`src/sv/spi_ram.sv`:
```
// generic single-write single-read ram with registered read data
module spi_ram #(
   parameter int WIDTH = 8,
   parameter int DEPTH = 16
) (
   input  logic                     clock,
   input  logic                     wr_en,
   input  logic [$clog2(DEPTH)-1:0] wr_addr,
   input  logic [WIDTH-1:0]         wr_data,
   input  logic                     rd_en,
   input  logic [$clog2(DEPTH)-1:0] rd_addr,
   output logic [WIDTH-1:0]         rd_data
);

   logic [WIDTH-1:0] mem_ff [DEPTH];
   logic [WIDTH-1:0] rd_data_ff;

   always_ff @(posedge clock) begin
      if (wr_en) begin
         mem_ff[wr_addr] <= wr_data;
      end
      if (rd_en) begin
         rd_data_ff <= mem_ff[rd_addr];
      end
   end

   assign rd_data = rd_data_ff;

endmodule

```
`config.mk`:
```
export PLATFORM = sky130hd
export DESIGN_NAME = spi_ram
export DESIGN_NICKNAME = d
export VERILOG_FILES = /design/src/sv/spi_ram.sv
export SDC_FILE = /design/constraint.sdc
export NUM_CORES = 1
export LEC_CHECK = 0
export BUFFER_PORTS_ARGS = -buffer_cell sky130_fd_sc_hd__buf_4
export CAP_MARGIN = 5
export CORE_MARGIN = 1
export CORE_UTILIZATION = 54
export CTS_BUF_LIST = sky130_fd_sc_hd__clkbuf_8
export DETAILED_ROUTE_END_ITERATION = 8
export PLACE_DENSITY = 0.76
export SYNTH_ARGS = -nofsm -noshare
export SYNTH_HDL_FRONTEND = slang
export SYNTH_SLANG_ARGS = --single-unit
```
`constraint.sdc`:
```
create_clock -name clock -period 1.45 [get_ports clock]
set_clock_uncertainty 0.1 [all_clocks]
set_input_delay 0 -clock clock [delete_from_list [all_inputs] [get_ports clock]]
set_output_delay 0 -clock clock [all_outputs]
set_load 0.1 [all_outputs]
```
# After elaboration in Yosys (flattened, before gate mapping)

Memories as Yosys holds them, arrays and structs flattened. A register that Yosys moved wholly into a read port is not among the register bits.
Cells that the tools add are included.
Widths: inputs -> output; s select.

Flip-flop bits (word level): 0
Memory bits (writable): 128
Output and inout port bits: 8
Memories kept: 1

Memories:

| memory | words | width | rd ports | clocked after memory_dff | wr ports | RTL line | source |
|---|---|---|---|---|---|---|---|
| mem_ff | 16    | 8     | 1        | 1                        | 1        | 15       | `logic [WIDTH-1:0] mem_ff [DEPTH];` |

Multiplexer cells: 2

Operators with widths:

| kind   | number |
|---|---|
| $mux 1 | 2 |

# Logic depth before layout (Yosys ltp)

Gate-level depths: netlist of the first run.

Depth after elaboration: 2
Gate-level depth with buffers: 5

# Worst setup path after synthesis of the first run

OpenSTA, ideal clock, no wires.

Path kind: input to register
From: input port wr_addr[2]
To: memory mem_ff[0][0] (enable)
Setup time: 0.383 ns
Arrival time: 1.110 ns
Data required time: 0.967 ns
Setup slack: -0.143 ns
Stages on the path: 2
Path buffers: 0
Cells stage by stage: or3b_2 -> nor3_1

RTL lines:

| item            | RTL line | source |
|---|---|---|
| start, declared | 8        | `input logic [$clog2(DEPTH)-1:0] wr_addr,` |
| end, declared   | 15       |  |

Straight into the memory's write port.

==> results of run 1 <==
## kinds of logic after synthesis
logic type,count (synthesis),share of synthesized area
AND/OR/NAND/NOR,35,0.0314
buffers and inverters,10,0.0165
multiplexers,32,0.148
flip-flops,136,0.781
AO/OA/AOI/OAI,16,0.0230
## power by group
| group | total, mW | switching (mW) | internal [mW] |
|---|---|---|---|
| registers | 4.45 | 0.0293 | 4.42 |
| logic | 0.622 | 0.381 | 0.241 |
| clock network | 2.76 | 1.41 | 1.35 |
## registers in the layout, summed over array words and instances (netlist names)
| register | count |
|---|---|
| mem_ff | 128 |
| rd_data | 8 |
## worst paths after layout
path / start / end / cells past startpoint
setup / recovery: mem_ff[12][7] / rd_data[7] / 3
hold / removal: wr_addr[2] / mem_ff[1][6] / 4
setup reg to reg: mem_ff[12][7] / rd_data[7] / 3
hold reg to reg: mem_ff[15][1] / rd_data[1] / 3
## routing by layer
metal | vias to the layer above | wire (um) | GRT usage
met5 | - | 0 | 0
met4 | 0 | 177 | 0.0892
met3 | 12 | 607 | 0.0592
met2 | 116 | 5170 | 0.358
met1 | 1301 | 3820 | 0.278
li1 | 1113 | - | -
## worst register-to-register path, delay by kind of cell (launching register included)
kind / cells / cell delay, ps
multiplexers: 1 / 480
flip-flops: 1 / 400
AND/OR/NAND/NOR: 1 / 100
AO/OA/AOI/OAI: 1 / 250
## what timing repair did
item	4_1_cts	5_1_grt
endpoints found under the setup margin	8	8
gates resized for setup	12	3
cloned	0	0
pin swaps	9	2
hold endpoints to repair	167	0
hold buffers	11	0
## stage by stage
| stage | utilization | instances | instance area, sq um | hold slack [ps] |
|---|---|---|---|---|
| floorplan | - | 229 | 5230 | -1.13 |
| detailed placement | 0.614 | 399 | 5730 | 202 |
| CTS | 0.665 | 442 | 6210 | 103 |
| global route | 0.665 | 442 | 6200 | 124 |
| global placement | 0.614 | 399 | 5730 | 201 |
| finish | 0.665 | 442 | 6200 | 129 |
## cells in the final DEF (no fill, tap or decap)
cell,instances
clkinv_4,2
inv_1,1
dlygate4sd3_1,11
nor2b_1,1
clkinvlp_4,4
clkinv_1,3
a22oi_1,9
nand2b_1,2
and2b_1,1
nand3_1,1
mux4_2,26
nor3_1,3
edfxtp_1,136
buf_12,3
and2_1,1
bufinv_16,1
nor3_2,1
mux4_1,6
nor2_1,13
nand2_1,9
inv_6,4
or3b_2,1
clkbuf_8,17
a22oi_2,7
buf_4,48
nand3b_1,2
## cell type report
| cell class | count | area (sq um) | area share |
|---|---|---|---|
| Clock inverter | 15 | 128 | 0.0206 |
| Sequential cell | 136 | 4080 | 0.658 |
| Clock buffer | 17 | 234 | 0.0377 |
| Tap cell | 129 | 161 | 0.0260 |
| Multi-Input combinational cell | 83 | 1070 | 0.172 |
| Timing Repair Buffer | 62 | 531 | 0.0855 |
==> summary.md, run 1 <==
| Metric | Value |
|---|---|
| N_diodes | `0` |
| R2R Setup Slk | `-130 ps` |
| Post-synth top area cell | `edfxtp_1` |
| Clk root buf | `clkbuf_8` |
| Die Wd | `100 um` |
| Final Max Slew Viols | `0` |
| Iter 0 DRT Violations | `~220` |
| Vias | `roughly 2.5k` |
| CTS H-tree lvls | `4` |
| Endpoints failing hold | `0` |
| CP Data Arrival Time | `between 1500 and 2000 ps` |
| Die area | `roughly 10000 sq um` |
| Max FO, Critical Path | `1` |
| Syn nets | `about 250` |
| PortBufs | `26` |
| Drt pass-1 iters | `4` |
| Cell variety after synth | `18` |
| EDFF count, synth | `about 140` |
| Skew-Pair Late Insertion Delay | `410 ps` |
| Top-count cell post-synth | `edfxtp_1` |
| Top cell type's share of synthesized area | `0.781` |
| Final min period | `1580 ps` |
| Top area cells in the synthesized netlist | `edfxtp_1, mux4_2, mux4_1` |
| Synth warnings | `0` |
| Post-Route WL | `between 9 and 10 mm` |
| Final WS setup | `-128 ps` |
| Die height | `about 100 um` |
| Fraction of layout cells with a size suffix above 1 | `0.364` |
| Largest net degree at the start of global routing | `17` |
| Worst hold-check path type | `in -> reg` |
| Post-route DRC | `0` |
| Final setup fails | `8` |
| Placement Rows | `35` |
| Core Area | `9330 sq um` |
| Post-detail-place hpwl | `6.56 mm` |
| Share of flip-flops with an asynchronous set or reset | `0` |
| Via density | `about 5.8` |
| Clock sink total | `136` |
| Top_reg_cell synth | `edfxtp_1` |
| Worst Setup End Kind | `register` |
| Fin nets | `319` |
| WP data required | `approximately 1500 ps` |
| Clock transition at path regs | `80 ps` |
| Pwr Density | `approximately 1300 nW/um^2` |
| Register area share after synthesis | `0.781` |
| Reported max-cap violation count | `0` |
| Total CTS buffers | `17` |
| Post-Place Worst Slack | `-273 ps` |
| Final Cycle Share | `1.09` |
| Crit-path max cell delay | `~480 ps` |
| GP Congestion | `0.728` |
| Syn Inst Count | `229` |
| Worst VDD drop | `about 680 uV` |
| Total gr overflow | `0` |
| Most frequent cells after synthesis | `edfxtp_1, mux4_2, a22oi_1` |
| Cell leakage power | `approximately 2.1 nW` |
| Avg Cell Area, Syn | `~23 sq um` |
| Setup_tns | `-426 ps` |
| CTS tree | `done` |
| Final Power | `~7.8 mW` |
| Relative slew slack | `0.438` |
| First-pass GRT wire length | `between 10 and 15 mm` |
| Number of post-CTS setup repair buffers | `0` |
| ANT nets after route | `0` |
| Worst Tran Pin Value | `~840 ps` |
| Crit-path cells | `mux4_2 -> a22oi_2 -> nand2_1` |
| Top Ports | `27` |
| Initial Utilization | `0.560` |
| Critical path's top delay family | `multiplexers` |
| Antenna violations before repair | `0` |
| Worst Setup Start Kind | `register` |
| GRT Overall Usage | `0.218` |
| CTS Buffer Depth | `2` |
| Vias in the first global route | `~2.6k` |
| Critical path class | `reg -> reg` |
| Area grow syn2layout | `18.7%` |
| Fillers | `roughly 580` |
| RSZ-0062 raised after global routing | `yes` |
| Outcome | `finished with violations` |
| Crit path buffers/inverters | `0` |
| Yosys reg bits | `approximately 140` |
| CP max-delay cell | `mux4_2` |
| Synth Cell Area | `~5200 sq um` |
| FMAX | `634 MHz` |
| Failing checks | `negative setup slack` |
| Routed WL per cell | `about 22 um` |
No activity file was read; power rests on OpenSTA's default activity.
==> run 2: changes to the inputs <==
--- a/config.mk
+++ b/config.mk
@@ -11,7 +11,9 @@
 export CORE_UTILIZATION = 54
 export CTS_BUF_LIST = sky130_fd_sc_hd__clkbuf_8
 export DETAILED_ROUTE_END_ITERATION = 8
+export HOLD_SLACK_MARGIN = 0.15
 export PLACE_DENSITY = 0.76
+export REMOVE_ABC_BUFFERS = 1
 export SYNTH_ARGS = -nofsm -noshare
 export SYNTH_HDL_FRONTEND = slang
 export SYNTH_SLANG_ARGS = --single-unit
==> run 2 against run 1 <==
  * The flow still finishes with violations (negative setup slack)
  * Combinational power is 3.5% higher
  * Power is 1.3% higher
  * Clock power is 3% higher
  * Flip-flop and latch count stayed put
  * Register-to-register slack better by 80 ps
  * Sequential share of layout area is 1.0 points lower
  * Routed wire length is 3.4% lower
  * Highest routed layer unchanged
==> summary.md, run 2 (synthesized netlist as in run 1, its figures left out) <==
| Metric | Value |
|---|---|
| Failing checks | `negative setup slack` |
| Final Power | `7.94 mW (+1.3%)` |
| Hold_ws | `111 ps (-18.1 ps)` |
| Top Ports | `27 (unchanged)` |
| Core Area | `9330 sq um (unchanged)` |
| R2R Setup Slk | `-50 ps (+80 ps)` |
| Post-Place Worst Slack | `-157 ps (+116 ps)` |
| Worst R2R Path Depth | `3 (unchanged)` |
| Max FO, Critical Path | `1 (unchanged)` |
| Final min period | `1500 ps (-75.3 ps)` |
| Clk root buf | `clkbuf_8` |
| PortBufs | `26 (unchanged)` |
| RR Endpoint | `rd_data[0]` |
| Worst Tran Pin Value | `971 ps (+132 ps)` |
| Worst VDD drop | `697 uV (+2.0%)` |
| WP data required | `1510 ps (about the same)` |
| Routed WL per cell | `21.0 um (-5.1%)` |
| First-pass GRT wire length | `14.8 mm (-0.84%)` |
| Total gr overflow | `0 (unchanged)` |
| Post-route DRC | `0 (unchanged)` |
| Endpoints failing hold | `0 (unchanged)` |
| CTS tree | `done` |
| FMAX | `666 MHz (+5.0%)` |
| Post-detail-place hpwl | `6.03 mm (-8.0%)` |
| CTS Buffer Depth | `2 (unchanged)` |
| Post-Route WL | `9.45 mm (-3.4%)` |
| Die height | `100 um (unchanged)` |
| Pwr Density | `1260 nW/um^2 (-0.32%)` |
| Number of post-CTS setup repair buffers | `0 (unchanged)` |
| Relative slew slack | `0.351 (-0.0874)` |
| Total CTS buffers | `17 (unchanged)` |
| Worst Setup End Kind | `register` |
| ANT nets after route | `0 (unchanged)` |
| Skew-Pair Late Insertion Delay | `420 ps (about the same)` |
| Via density | `5.61 (-2.5%)` |
| Die Wd | `100 um (unchanged)` |
| Final Max Slew Viols | `0 (unchanged)` |
| Post-layout util | `0.676 (+0.0106)` |
| Area occupied by registers | `4080 sq um (unchanged)` |
| Antenna violations before repair | `0 (unchanged)` |
| Fin cells | `450 (+1.8%)` |
| Final setup fails | `7 (-1)` |
| Fin nets | `328 (+2.8%)` |
| Commonest non-fill, non-tap cells in the layout | `edfxtp_1, buf_4, mux4_2, dlygate4sd3_1, clkbuf_8` |
| Commonest non-fill, non-tap cell in the layout | `edfxtp_1` |
| Placed instance count | `401 (+0.50%)` |
| Initial Utilization | `0.560 (unchanged)` |
| Max reg flops | `128 (unchanged)` |
| Vias | `2524 (-0.71%)` |
| Worst Setup Start Kind | `register` |
| CP Launch Point | `mem_ff[3][0]` |
| Clock transition at path regs | `70 ps (about the same)` |
| CP Data Arrival Time | `1570 ps (-70 ps)` |
| Die area | `10100 sq um (unchanged)` |
| Clock sink total | `136 (unchanged)` |
| Reported max-cap violation count | `0 (unchanged)` |
| GP Congestion | `0.745 (+2.3%)` |
| Placement Rows | `35 (unchanged)` |
| GRT Overall Usage | `0.212 (-0.00542)` |
| Post-CTS Hold Buffers | `18 (+7)` |
| Fraction of layout cells with a size suffix above 1 | `0.386 (+0.0221)` |
| Critical path class | `reg -> reg` |
| Vias in the first global route | `2644 (+1.2%)` |
| Area grow syn2layout | `20.6%` |
| Drt pass-1 iters | `4 (unchanged)` |
| Worst hold-check path type | `in -> reg` |
| CTS H-tree lvls | `4 (unchanged)` |
| Outcome | `finished with violations` |
| Worst r2r src | `mem_ff[3][0]` |
| Largest net degree at the start of global routing | `17 (unchanged)` |
| Fillers | `610 (+4.6%)` |
| Final WS setup | `-52.2 ps (+75.3 ps)` |
| Top reg by flops | `mem_ff` |
| Final Cycle Share | `1.04 (-0.0520)` |
| Iter 0 DRT Violations | `194 (-12%)` |
| N_diodes | `0 (unchanged)` |
| RSZ-0062 raised after global routing | `yes` |
| CP endpoint | `rd_data[0]` |
| Cell leakage power | `2.10 nW (+1.5%)` |
| Area of the multi-input gates | `1070 sq um (+0.47%)` |
## run 2: cell count changes in the layout (fill, tap and decap cells not counted), moves of 2 or more
cell / previous run / this run
clkinv_4: 2 / 4
buf_4: 48 / 50
mux4_1: 6 / 2
clkinv_2: 0 / 3
a22oi_2: 7 / 12
dlygate4sd3_1: 11 / 18
mux4_2: 26 / 30
inv_6: 4 / 0
a22oi_1: 9 / 4
clkinvlp_4: 4 / 2
## run 2: what timing repair did
action,CTS,global route
resized for setup,19,5
pin swaps,10,3
setup endpoints to repair,8,8
cloned,0,0
endpoints found under the hold margin,262,32
## run 2: layout make-up
class / instances / share of cell area
Sequential cell: 136 / 0.648
Multi-Input combinational cell: 83 / 0.170
Timing Repair Buffer: 71 / 0.0977
Clock buffer: 17 / 0.0371
Tap cell: 129 / 0.0256
Clock inverter: 14 / 0.0216
## run 2: critical path: stages, from the launching register on
cell and delay (ps):
edfxtp_1 370, mux4_2 490, a22oi_2 220, nand2_1 70
## run 2: how the worst min path moves through the flow
| stage | to | cells past startpoint | from |
|---|---|---|---|
| 4_1_cts | mem_ff[1][3] | 4 | wr_addr[3] |
| 5_1_grt | mem_ff[1][3] | 4 | wr_addr[3] |
| 2_1_floorplan | mem_ff[0][0] | 0 | wr_data[0] |
| 3_5_place_dp | rd_data[7] | 1 | rd_en |
| 3_3_place_gp | mem_ff[8][1] | 1 | wr_data[1] |
| 6_report | mem_ff[2][1] | 4 | wr_addr[3] |
## run 2: power by group
part	internal, mW	leakage, nW	switching, mW
clock	1.50	0.187	1.35
combinational	0.261	0.672	0.383
sequential	4.43	1.24	0.0261
total	6.18	2.10	1.76
## run 2: per-layer routing
metal,share of wire,GRT usage,routed length (um),vias up
met1,0.43,0.290,4040,1296
met5,0,0,0,-
met2,0.50,0.335,4710,96
met3,0.062,0.0627,585,10
met4,0.011,0.0680,104,0
li1,-,-,-,1122
## run 2: stage by stage
step | cell area (sq um) | TNS, ps
2_1_floorplan | 5140 | -1140
3_3_place_gp | 5740 | -856
3_5_place_dp | 5740 | -947
4_1_cts | 6290 | -206
5_1_grt | 6300 | -562
6_report | 6300 | -163
