[config.mk]
export PLATFORM = sky130hd
export DESIGN_NAME = spi_divider
export DESIGN_NICKNAME = d
export VERILOG_FILES = /design/src/sv/spi_pkg.sv /design/src/sv/spi_divider.sv
export SDC_FILE = /design/constraint.sdc
export NUM_CORES = 1
export LEC_CHECK = 0
export ABC_AREA = 1
export BUFFER_PORTS_ARGS = -buffer_cell sky130_fd_sc_hd__buf_2
export CORE_MARGIN = 4
export CORE_UTILIZATION = 52
export CTS_CLUSTER_DIAMETER = 30
export DETAILED_ROUTE_END_ITERATION = 8
export GPL_ROUTABILITY_DRIVEN = 0
export PLACE_DENSITY = 0.75
export SLEW_MARGIN = 30
export SYNTH_ARGS = -nofsm -noshare
export SYNTH_HDL_FRONTEND = slang
export SYNTH_SLANG_ARGS = --single-unit
[constraint.sdc]
create_clock -name clock -period 8 [get_ports clock]
set_clock_uncertainty 0.1 [all_clocks]
set_input_delay 1.6 -clock clock [delete_from_list [all_inputs] [get_ports clock]]
set_output_delay 1.6 -clock clock [all_outputs]
set_load 0.02 [all_outputs]
[src/sv/spi_pkg.sv]
// shared constants and types of the spectrum power integrator
package spi_pkg;

   localparam int BINS         = 1024;
   localparam int BIN_W        = $clog2(BINS);
   localparam int SAMPLE_WIDTH = 16;
   localparam int ACC_WIDTH    = 48;
   localparam int DIV_W        = 32;
   localparam int SCALE_SHIFT  = $clog2(BINS);
   localparam int SQ_W         = 2 * SAMPLE_WIDTH;
   localparam int PWR_W        = SQ_W - SCALE_SHIFT;
   localparam int DIV_CNT_W    = $clog2(ACC_WIDTH);
   localparam int CSR_ADDR_W   = 3;
   localparam int CSR_DATA_W   = 32;

   localparam logic [ACC_WIDTH-1:0] ACC_MAX = {ACC_WIDTH{1'b1}};

   // command codes
   localparam logic CMD_ACCUMULATE = 1'b0;
   localparam logic CMD_READ       = 1'b1;

   // register indexes, taken from paddr bit 2
   localparam logic REG_DIVISOR   = 1'b0;
   localparam logic REG_CENTER_DC = 1'b1;

   typedef enum logic [1:0] {
      DIV_IDLE,
      DIV_RUN,
      DIV_DONE
   } div_state_type;

   typedef struct packed {
      logic busy;
      logic done;
   } spi_div_status_type;

endpackage

[src/sv/spi_divider.sv]
// bit-serial restoring divider, one quotient bit per cycle
module spi_divider (
   input  logic                                clock,
   input  logic                                reset,
   input  logic                                start,
   input  logic [spi_pkg::ACC_WIDTH-1:0]       dividend,
   input  logic [spi_pkg::DIV_W-1:0]           divisor,
   input  logic                                take,
   output spi_pkg::spi_div_status_type         status,
   output logic [spi_pkg::ACC_WIDTH-1:0]       quotient
);

   import spi_pkg::*;

   div_state_type          state_ff, state_in;
   logic [ACC_WIDTH-1:0]   work_ff, work_in;
   logic [DIV_W-1:0]       rem_ff, rem_in;
   logic [DIV_W-1:0]       dvs_ff;
   logic [DIV_CNT_W-1:0]   cnt_ff, cnt_in;
   logic [DIV_W:0]         trial;
   logic                   fits;
   logic                   step_en;
   logic                   last_step;

   assign last_step = (cnt_ff == DIV_CNT_W'(ACC_WIDTH - 1));

   // next state
   always_comb begin
      state_in = state_ff;
      case (state_ff)
         DIV_IDLE: if (start) state_in = DIV_RUN;
         DIV_RUN:  if (last_step) state_in = DIV_DONE;
         DIV_DONE: if (take) state_in = DIV_IDLE;
         default:  state_in = DIV_IDLE;
      endcase
   end

   // outputs of the state machine
   always_comb begin
      status.busy = 1'b0;
      status.done = 1'b0;
      step_en     = 1'b0;
      case (state_ff)
         DIV_IDLE: ;
         DIV_RUN: begin
            status.busy = 1'b1;
            step_en     = 1'b1;
         end
         DIV_DONE: begin
            status.busy = 1'b1;
            status.done = 1'b1;
         end
         default: ;
      endcase
   end

   // one shift-subtract step
   always_comb begin
      trial   = {rem_ff, work_ff[ACC_WIDTH-1]};
      fits    = (trial >= {1'b0, dvs_ff});
      rem_in  = fits ? DIV_W'(trial - {1'b0, dvs_ff}) : trial[DIV_W-1:0];
      work_in = {work_ff[ACC_WIDTH-2:0], fits};
      cnt_in  = cnt_ff + DIV_CNT_W'(1);
   end

   always_ff @(posedge clock) begin
      if (reset) begin
         state_ff <= DIV_IDLE;
      end else begin
         state_ff <= state_in;
      end
   end

   always_ff @(posedge clock) begin
      if (start && (state_ff == DIV_IDLE)) begin
         work_ff <= dividend;
         rem_ff  <= '0;
         dvs_ff  <= divisor;
         cnt_ff  <= '0;
      end else if (step_en) begin
         work_ff <= work_in;
         rem_ff  <= rem_in;
         cnt_ff  <= cnt_in;
      end
   end

   assign quotient = work_ff;

endmodule

# After elaboration in Yosys (flattened, before gate mapping)
# Cells that the tools add are included.
# classes
add_sub_neg,2
order_cmp,1
eq_ne,6
n_mux,10
n_reduce_logical,5
# ops
operator,n
$mux 48,2
$ge 33x32->1,1
$mux 32,1
$sub 32x32->32,1
$add 6x1->6 const B,1
$eq 6x6->1 const B,1
$mux 2,3
$ne 2x2->1 const B,3
$pmux 2 s3,1
$mux 1,3
$reduce_and 3->1,1
$eq 2x1->1 const B,1
$eq 2x2->1 const B,1
$logic_not 2->1,1
$reduce_bool 2->1,1
$reduce_or 2->1,1
$logic_and 1x1->1,1
# totals
register_bits,120
inputBits,84
output_inout_bits,50
elab_cells,29

# Depth between registers and ports, before layout
# Gate-level depths: netlist of the first run.
# logic_depth
word_depth,4
mapped_depth,16
mapped_depth_nobuf,16

# Worst setup path after synthesis of the first run
# No wires, ideal clock.
# synth_path
path_kind,input to register
start,in start
end,"reg work_ff[0] (netlist: quotient[0]), enable pin"
setup_time_ns,0.432
arrival_ns,3.651
required_ns,7.468
setup_slack_ns,3.818
path_stages,5
cell_sequence,nand2_1 -> inv_2 -> nor2_2 -> inv_1 -> clkbuf_1
# synth_via
elab_chain_len,2
# synth_lines
element,line_no,text
from (decl),spi_divider.sv:5,"input logic start,"
$logic_and 1x1->1,spi_divider.sv:75,if (start && (state_ff == DIV_IDLE)) begin
$reduce_bool 2->1 (no source line),--,
to (signal assigned),spi_divider.sv:76,work_ff <= dividend;
to (signal assigned),spi_divider.sv:81,work_ff <= work_in;
to (decl),spi_divider.sv:16,"logic [ACC_WIDTH-1:0] work_ff, work_in;"
# No other way between the ends.
# A chain may end at the register's enable or synchronous reset.

# Worst setup path after layout of the first run
# layout_path
start,in start
end,reg rem_ff[31]
# layout_via
elab_chain_len,1
# layout_lines
element,line_no,text
$logic_and 1x1->1,spi_divider.sv:75,
to (signal assigned),spi_divider.sv:82,rem_ff <= rem_in;
to (decl),spi_divider.sv:17,"logic [DIV_W-1:0] rem_ff, rem_in;"
# No other way between the ends.

==> impl_metrics.toml, run 1 <==
[timing]
report.final.slew_viol_count = 0
fmax_mhz = 300
grt_setup_unrepaired = "false"
hold_viol_final = 0
slew_headroom_pct = 37.8
worstMarginPinSlew_ns = 0.933
setup_viol = 0
post-route-period-util_pct = 41.7
tns_ns = 0
post-route-min-period_ns = 3.33

[synth]
ys_seq_elements = 120
yosys.area_share.xor_xnor_pct = 1.62
synthAdderAreaFrac_pct = 6.38
syn_area_per_cell_sq_um = 7.26
ys_types = 39
syn_inst = 1043
yosys.area_share.simple_pct = 35.1
synth_top_family_by_area = "simple AND/OR/NAND/NOR gates"
synth_fp_nets = 1165
yosysTopAreaCellShare_pct = 31.7
seq_area_frac_synth_pct = 42.3
synthMuxAreaShare_pct = 0
yosys_warnings = 0
synth_compound_area_share_pct = 3.93
yosys-top-cells-area = "edfxtp_1 (32%), nand2_1 (21%), dfxtp_1 (11%)"
synth_area_sq_um = 7570
synth_area_leader_cell = "edfxtp_1"

[place]
dp_hpwl_um = 13300
port_buffers = 133
dpl.cell_count = 1336

[worst_setup_path]
critPathLaunchType = "primary input"
crit_required_ns = 8.26
reg2reg_slack_ns = 5.30
end_kind = "flip-flop"
cp_max_fo = 81
setup.worst_path.class = "in -> reg"
arrival_ns = 3.60

[global_route]
grtUsageTotal_pct = 23.4
antenna_found_initial = 0
grt_max_degree = 82
grt_pass1_vias = 6637
grt_overflow = 0
grt_pass1_wl_um = 31000

[layout]
stdcell_count = 1368
layout.nets = 1297
synthToLayoutAreaGrowth_pct = 17.6
drive_above_1_share_pct = 17.8
final_cell_mix = "nand2_1 (430), inv_1 (165), buf_2 (133)"
fillCellCount = 1286
final_common_cell = "nand2_1"
diodes = 0

[floorplan]
fp.dieH_um = 129
initial_core_util_pct = 53.7
die_w_um = 129
num_io_pins = 134
die_area_sq_um = 16600
coreArea_sq_um = 14100
num_rows = 43

[pwr]
p_per_area_nw_per_um2 = 317
leakage_nw = 4.74
totalPowerFinal_mw = 2.82
ir_drop_v = 0.000295

[routing]
vias = 6816
vias_per_cell = 4.98
drtIter0Drc = 449
drc = 0
drt_wl_total_um = 18600
antenna_left = 0
firstDrtPassIters = 4
wl_per_cell_um = 13.6

[cts]
clk_latency_ns = 0.42
htreeDepth = 4
cts_buffer_depth = 2
cts_root_buffer = "clkbuf_16"
postCtsSetupRepairBufs = 0
numCtsBuffers = 17
cts.sinks = 120
clk_pin_slew_worst_paths_ns = 0.06
ctsHoldBuffers = 0
post_cts_resized = 0
cts_tree = "built"

[status]
outcome = "finished clean"

[hold_path]
hold_class = "reg -> reg"

[run]
cap_viol_max_count = 0
## power by group
part	total [mW]	switching [mW]	leakage (nW)	internal [mW]
Sequential	1.06	0.104	1.10	0.952
Combinational	1.05	0.740	3.37	0.309
Clock	0.717	0.292	0.263	0.426
## metal layers
layer / global-route usage (%) / vias to the layer above / share of wire, %
met5: 0 / - / 0
li1: - / 3514 / -
met3: 6.43 / 24 / 7.4
met2: 38.4 / 218 / 46
met4: 6.86 / 0 / 1.5
met1: 30.4 / 3060 / 45
## cell families (layout without fill, tap and decap cells)
group           after synthesis  after routing
fa+ha+maj                    38             38
simple gates                613            613
buf+inv                     202            347
xor+xnor                     14             14
compound gates               56             56
flops                       120            120
## final timing paths
kind	cells past startpoint	endpoint	from
worst min-delay path	2	rem_ff[19]$_SDFFE_PP0P_	rem_ff[19]$_SDFFE_PP0P_
worst max register to register	12	rem_ff[31]$_SDFFE_PP0P_	state_ff[0]$_SDFFE_PP0P_
worst min register to register	2	rem_ff[19]$_SDFFE_PP0P_	rem_ff[19]$_SDFFE_PP0P_
worst max-delay path	11	rem_ff[31]$_SDFFE_PP0P_	start
## stage by stage
stage | hold WS [ns] | setup WS, ns | util, % | instance area [sq um]
finish | 0.367 | 4.67 | 63.2 | 8910
global route | 0.387 | 4.46 | 63.2 | 8910
CTS | 0.368 | 4.66 | 63.2 | 8910
detailed placement | 0.356 | 4.23 | 59.3 | 8360
global placement | 0.359 | 4.27 | 59.3 | 8360
floorplan | 0.342 | 3.82 | - | 7570
## synthesized netlist by cell type (all sizes together)
cell type / count
a21boi: 1
nor2: 52
a22o: 1
xnor2: 13
ha: 37
clkbuf: 12
a31oi: 2
nand3b: 21
nand2: 444
nand4: 2
nor4: 1
nor3: 10
o21bai: 2
inv: 176
o221ai: 1
edfxtp: 80
clkinv: 1
dfxtp: 40
xor2: 1
a21oi: 23
and2: 2
buf: 13
nand3: 81
fa: 1
o21ai: 26
## worst max-delay path, cell delays in order
cell and delay, ns:
buf_2 0.10, nand2_1 0.06, buf_4 0.44, inv_2 0.08, buf_4 0.42, nor2_2 0.21
buf_4 0.37, nand2_1 0.09, inv_1 0.06, nand2_1 0.04, nand2_1 0.05
## sequential cells by signal, indices dropped and copies added (netlist names)
name      count
quotient     48
state_ff      2
dvs_ff       32
rem_ff       32
cnt_ff        6
## layout make-up
class	instances	area [sq um]	area share, %
Inverter	177	664	7.46
Clock inverter	15	126	1.42
Clock buffer	17	425	4.77
Sequential cell	120	3200	35.9
Timing Repair Buffer	138	703	7.89
Tap cell	180	225	2.53
Multi-Input combinational cell	721	3560	40.0
No activity file was read; power rests on OpenSTA's default activity.
==> inputs of run 2 (changes only) <==
--- a/config.mk
+++ b/config.mk
@@ -5,14 +5,14 @@
 export SDC_FILE = /design/constraint.sdc
 export NUM_CORES = 1
 export LEC_CHECK = 0
-export ABC_AREA = 1
+export ABC_AREA = 0
 export BUFFER_PORTS_ARGS = -buffer_cell sky130_fd_sc_hd__buf_2
 export CORE_MARGIN = 4
 export CORE_UTILIZATION = 52
 export CTS_CLUSTER_DIAMETER = 30
 export DETAILED_ROUTE_END_ITERATION = 8
 export GPL_ROUTABILITY_DRIVEN = 0
-export PLACE_DENSITY = 0.75
+export PLACE_DENSITY = 0.76
 export SLEW_MARGIN = 30
 export SYNTH_ARGS = -nofsm -noshare
 export SYNTH_HDL_FRONTEND = slang
==> constraint.sdc (replaced) <==
create_clock -name clock -period 3.3 [get_ports clock]
set_clock_uncertainty 0.1 [all_clocks]
set_input_delay 0.66 -clock clock [delete_from_list [all_inputs] [get_ports clock]]
set_output_delay 0.66 -clock clock [all_outputs]
set_load 0.02 [all_outputs]
==> impl_metrics.toml, run 2 <==
[layout]
final_common_cell = "nand2_1"
multi_input_area_sq_um = 3200
layout.nets = 971
ff_latch_area_sq_um = 3200
synthToLayoutAreaGrowth_pct = 19.6
final_cell_mix = "nand2_1 (191), buf_2 (133), edfxtp_1 (80)"
stdcell_count = 1034
largest_reg_flops = 48
fillCellCount = 1099
diodes = 0
drive_above_1_share_pct = 21.7

[synth]
seq_area_frac_synth_pct = 47.5
ys_types = 72
syn_inst = 724
yosys.cell_count.top_type = "nand2_1"
synthAdderAreaFrac_pct = 7.17
yosys_warnings = 0
yosysTopAreaCellShare_pct = 35.7
synth_top_family_by_area = "simple AND/OR/NAND/NOR gates"
synth_area_leader_cell = "edfxtp_1"
synth_area_sq_um = 6740
synth_fp_nets = 846
yosys-top-cells-area = "edfxtp_1 (36%), dfxtp_1 (12%), nand2_1 (11%)"
yosys.area_share.simple_pct = 18.7
synth_compound_area_share_pct = 16.4
yosys.area_share.xor_xnor_pct = 4.16
synthMuxAreaShare_pct = 1.11
ys_seq_elements = 120
syn_area_per_cell_sq_um = 9.31
synth_top_flop_cell = "edfxtp_1"
synth_edf_count = 80
async_reset_ff_share_pct = 0
yosys-top-cells-count = "nand2_1 (192), edfxtp_1 (80), inv_1 (42)"

[pwr]
p_per_area_nw_per_um2 = 660
ir_drop_v = 0.000474
leakage_nw = 3.70

[timing]
hold_viol_final = 0
grt_setup_unrepaired = "false"
post-route-min-period_ns = 3.08
fmax_mhz = 325
report.final.slew_viol_count = 0
tns_ns = 0
slew_headroom_pct = 37.8
setup_viol = 0
fin_hold_ws_ns = 0.316
worstMarginPinSlew_ns = 0.932
post-route-period-util_pct = 93.2

[routing]
drtIter0Drc = 255
wl_per_cell_um = 15.5
vias = 5706
drt_wl_total_um = 16000
drc = 0
antenna_left = 0
vias_per_cell = 5.52
firstDrtPassIters = 8

[place]
dp_hpwl_um = 11400
dpl.cell_count = 1002
port_buffers = 133

[floorplan]
initial_core_util_pct = 53.2
num_rows = 41
coreArea_sq_um = 12700
num_io_pins = 134
die_w_um = 122
die_area_sq_um = 14800
fp.dieH_um = 122

[worst_setup_path]
cp_max_fo = 32
end_kind = "flip-flop"
critPathLaunchType = "flip-flop"
crit_required_ns = 3.55
crit_buf_inv = 1
reg2reg_slack_ns = 0.22
critPathTopFamily = "compound AO/OA/AOI/OAI gates"
setup.worst_path.class = "reg -> reg"
slowest_stage = "nor3_1"
arrival_ns = 3.33
critical_path.cell_chain = "inv_1, ha_1, a21o_1, a211oi_2, o21ai_0, nor3_1, a22o_4, mux2_4, a21oi_1"
max_stage_delay_ns = 0.50

[cts]
postCtsSetupRepairBufs = 0
ctsHoldBuffers = 0
cts_buffer_depth = 2
post_cts_resized = 0
cts_tree = "built"
htreeDepth = 4
clk_latency_ns = 0.42
cts.sinks = 120
cts_root_buffer = "clkbuf_16"
clk_pin_slew_worst_paths_ns = 0.06
numCtsBuffers = 17

[status]
outcome = "finished clean"

[global_route]
antenna_found_initial = 0
grt_max_degree = 86
grt_pass1_wl_um = 26400
grtUsageTotal_pct = 22.1
grt_pass1_vias = 5607
grt_overflow = 0

[hold_path]
hold_class = "in -> reg"

[run]
cap_viol_max_count = 0
run 2: path summary, 6_finish.rpt:
kind | start | endpoint | cells after the start
setup / recovery | dvs_ff[30]$_DFFE_PP_ | rem_ff[0]$_SDFFE_PP0P_ | 9
hold / removal | divisor[4] | dvs_ff[4]$_DFFE_PP_ | 1
setup reg to reg | dvs_ff[30]$_DFFE_PP_ | rem_ff[0]$_SDFFE_PP0P_ | 9
hold reg to reg | rem_ff[6]$_SDFFE_PP0P_ | rem_ff[7]$_SDFFE_PP0P_ | 2
run 2: area by class of cell:
| type | count | share of cell area [%] |
|---|---|---|
| clock buffers | 17 | 5.28 |
| multi-input cells | 526 | 39.7 |
| clock inverters | 15 | 1.57 |
| inverters | 43 | 2.00 |
| repair buffers | 141 | 9.00 |
| flip-flops and latches | 120 | 39.7 |
| well taps | 172 | 2.67 |
run 2: through the flow:
step | cell area (sq um) | setup slack (ns) | util (%) | total power, mW
after floorplan | 6740 | 0.615 | - | 3.17
after global placement | 7510 | 0.389 | 59.3 | 3.55
after detailed placement | 7510 | 0.251 | 59.3 | 3.60
after CTS | 8060 | 0.232 | 63.6 | 5.35
after global routing | 8060 | 0.0236 | 63.6 | 5.62
final | 8060 | 0.224 | 63.6 | 5.32
run 2: per-layer routing:
layer / vias up / GRT usage (%) / part of all wire [%]
met5: - / 0 / 0
met4: 0 / 7.07 / 1.6
met3: 27 / 7.66 / 7.8
met2: 195 / 35.6 / 47
met1: 2655 / 28.1 / 44
li1: 2829 / - / -
run 2: power by group:
| group | internal [mW] | switching, mW | total (mW) |
|---|---|---|---|
| clock network | 1.03 | 0.699 | 1.73 |
| logic | 0.559 | 0.962 | 1.52 |
| registers | 1.92 | 0.146 | 2.07 |
| total | 3.51 | 1.81 | 5.32 |
run 2: logic make-up after synthesis:
group | count (synthesis)
AOI/OAI and AO/OA | 158
buffers and inverters | 78
xor gates and xnor gates | 32
and+or+nand+nor | 291
muxes | 7
adders and majority gates | 38
DFF | 120
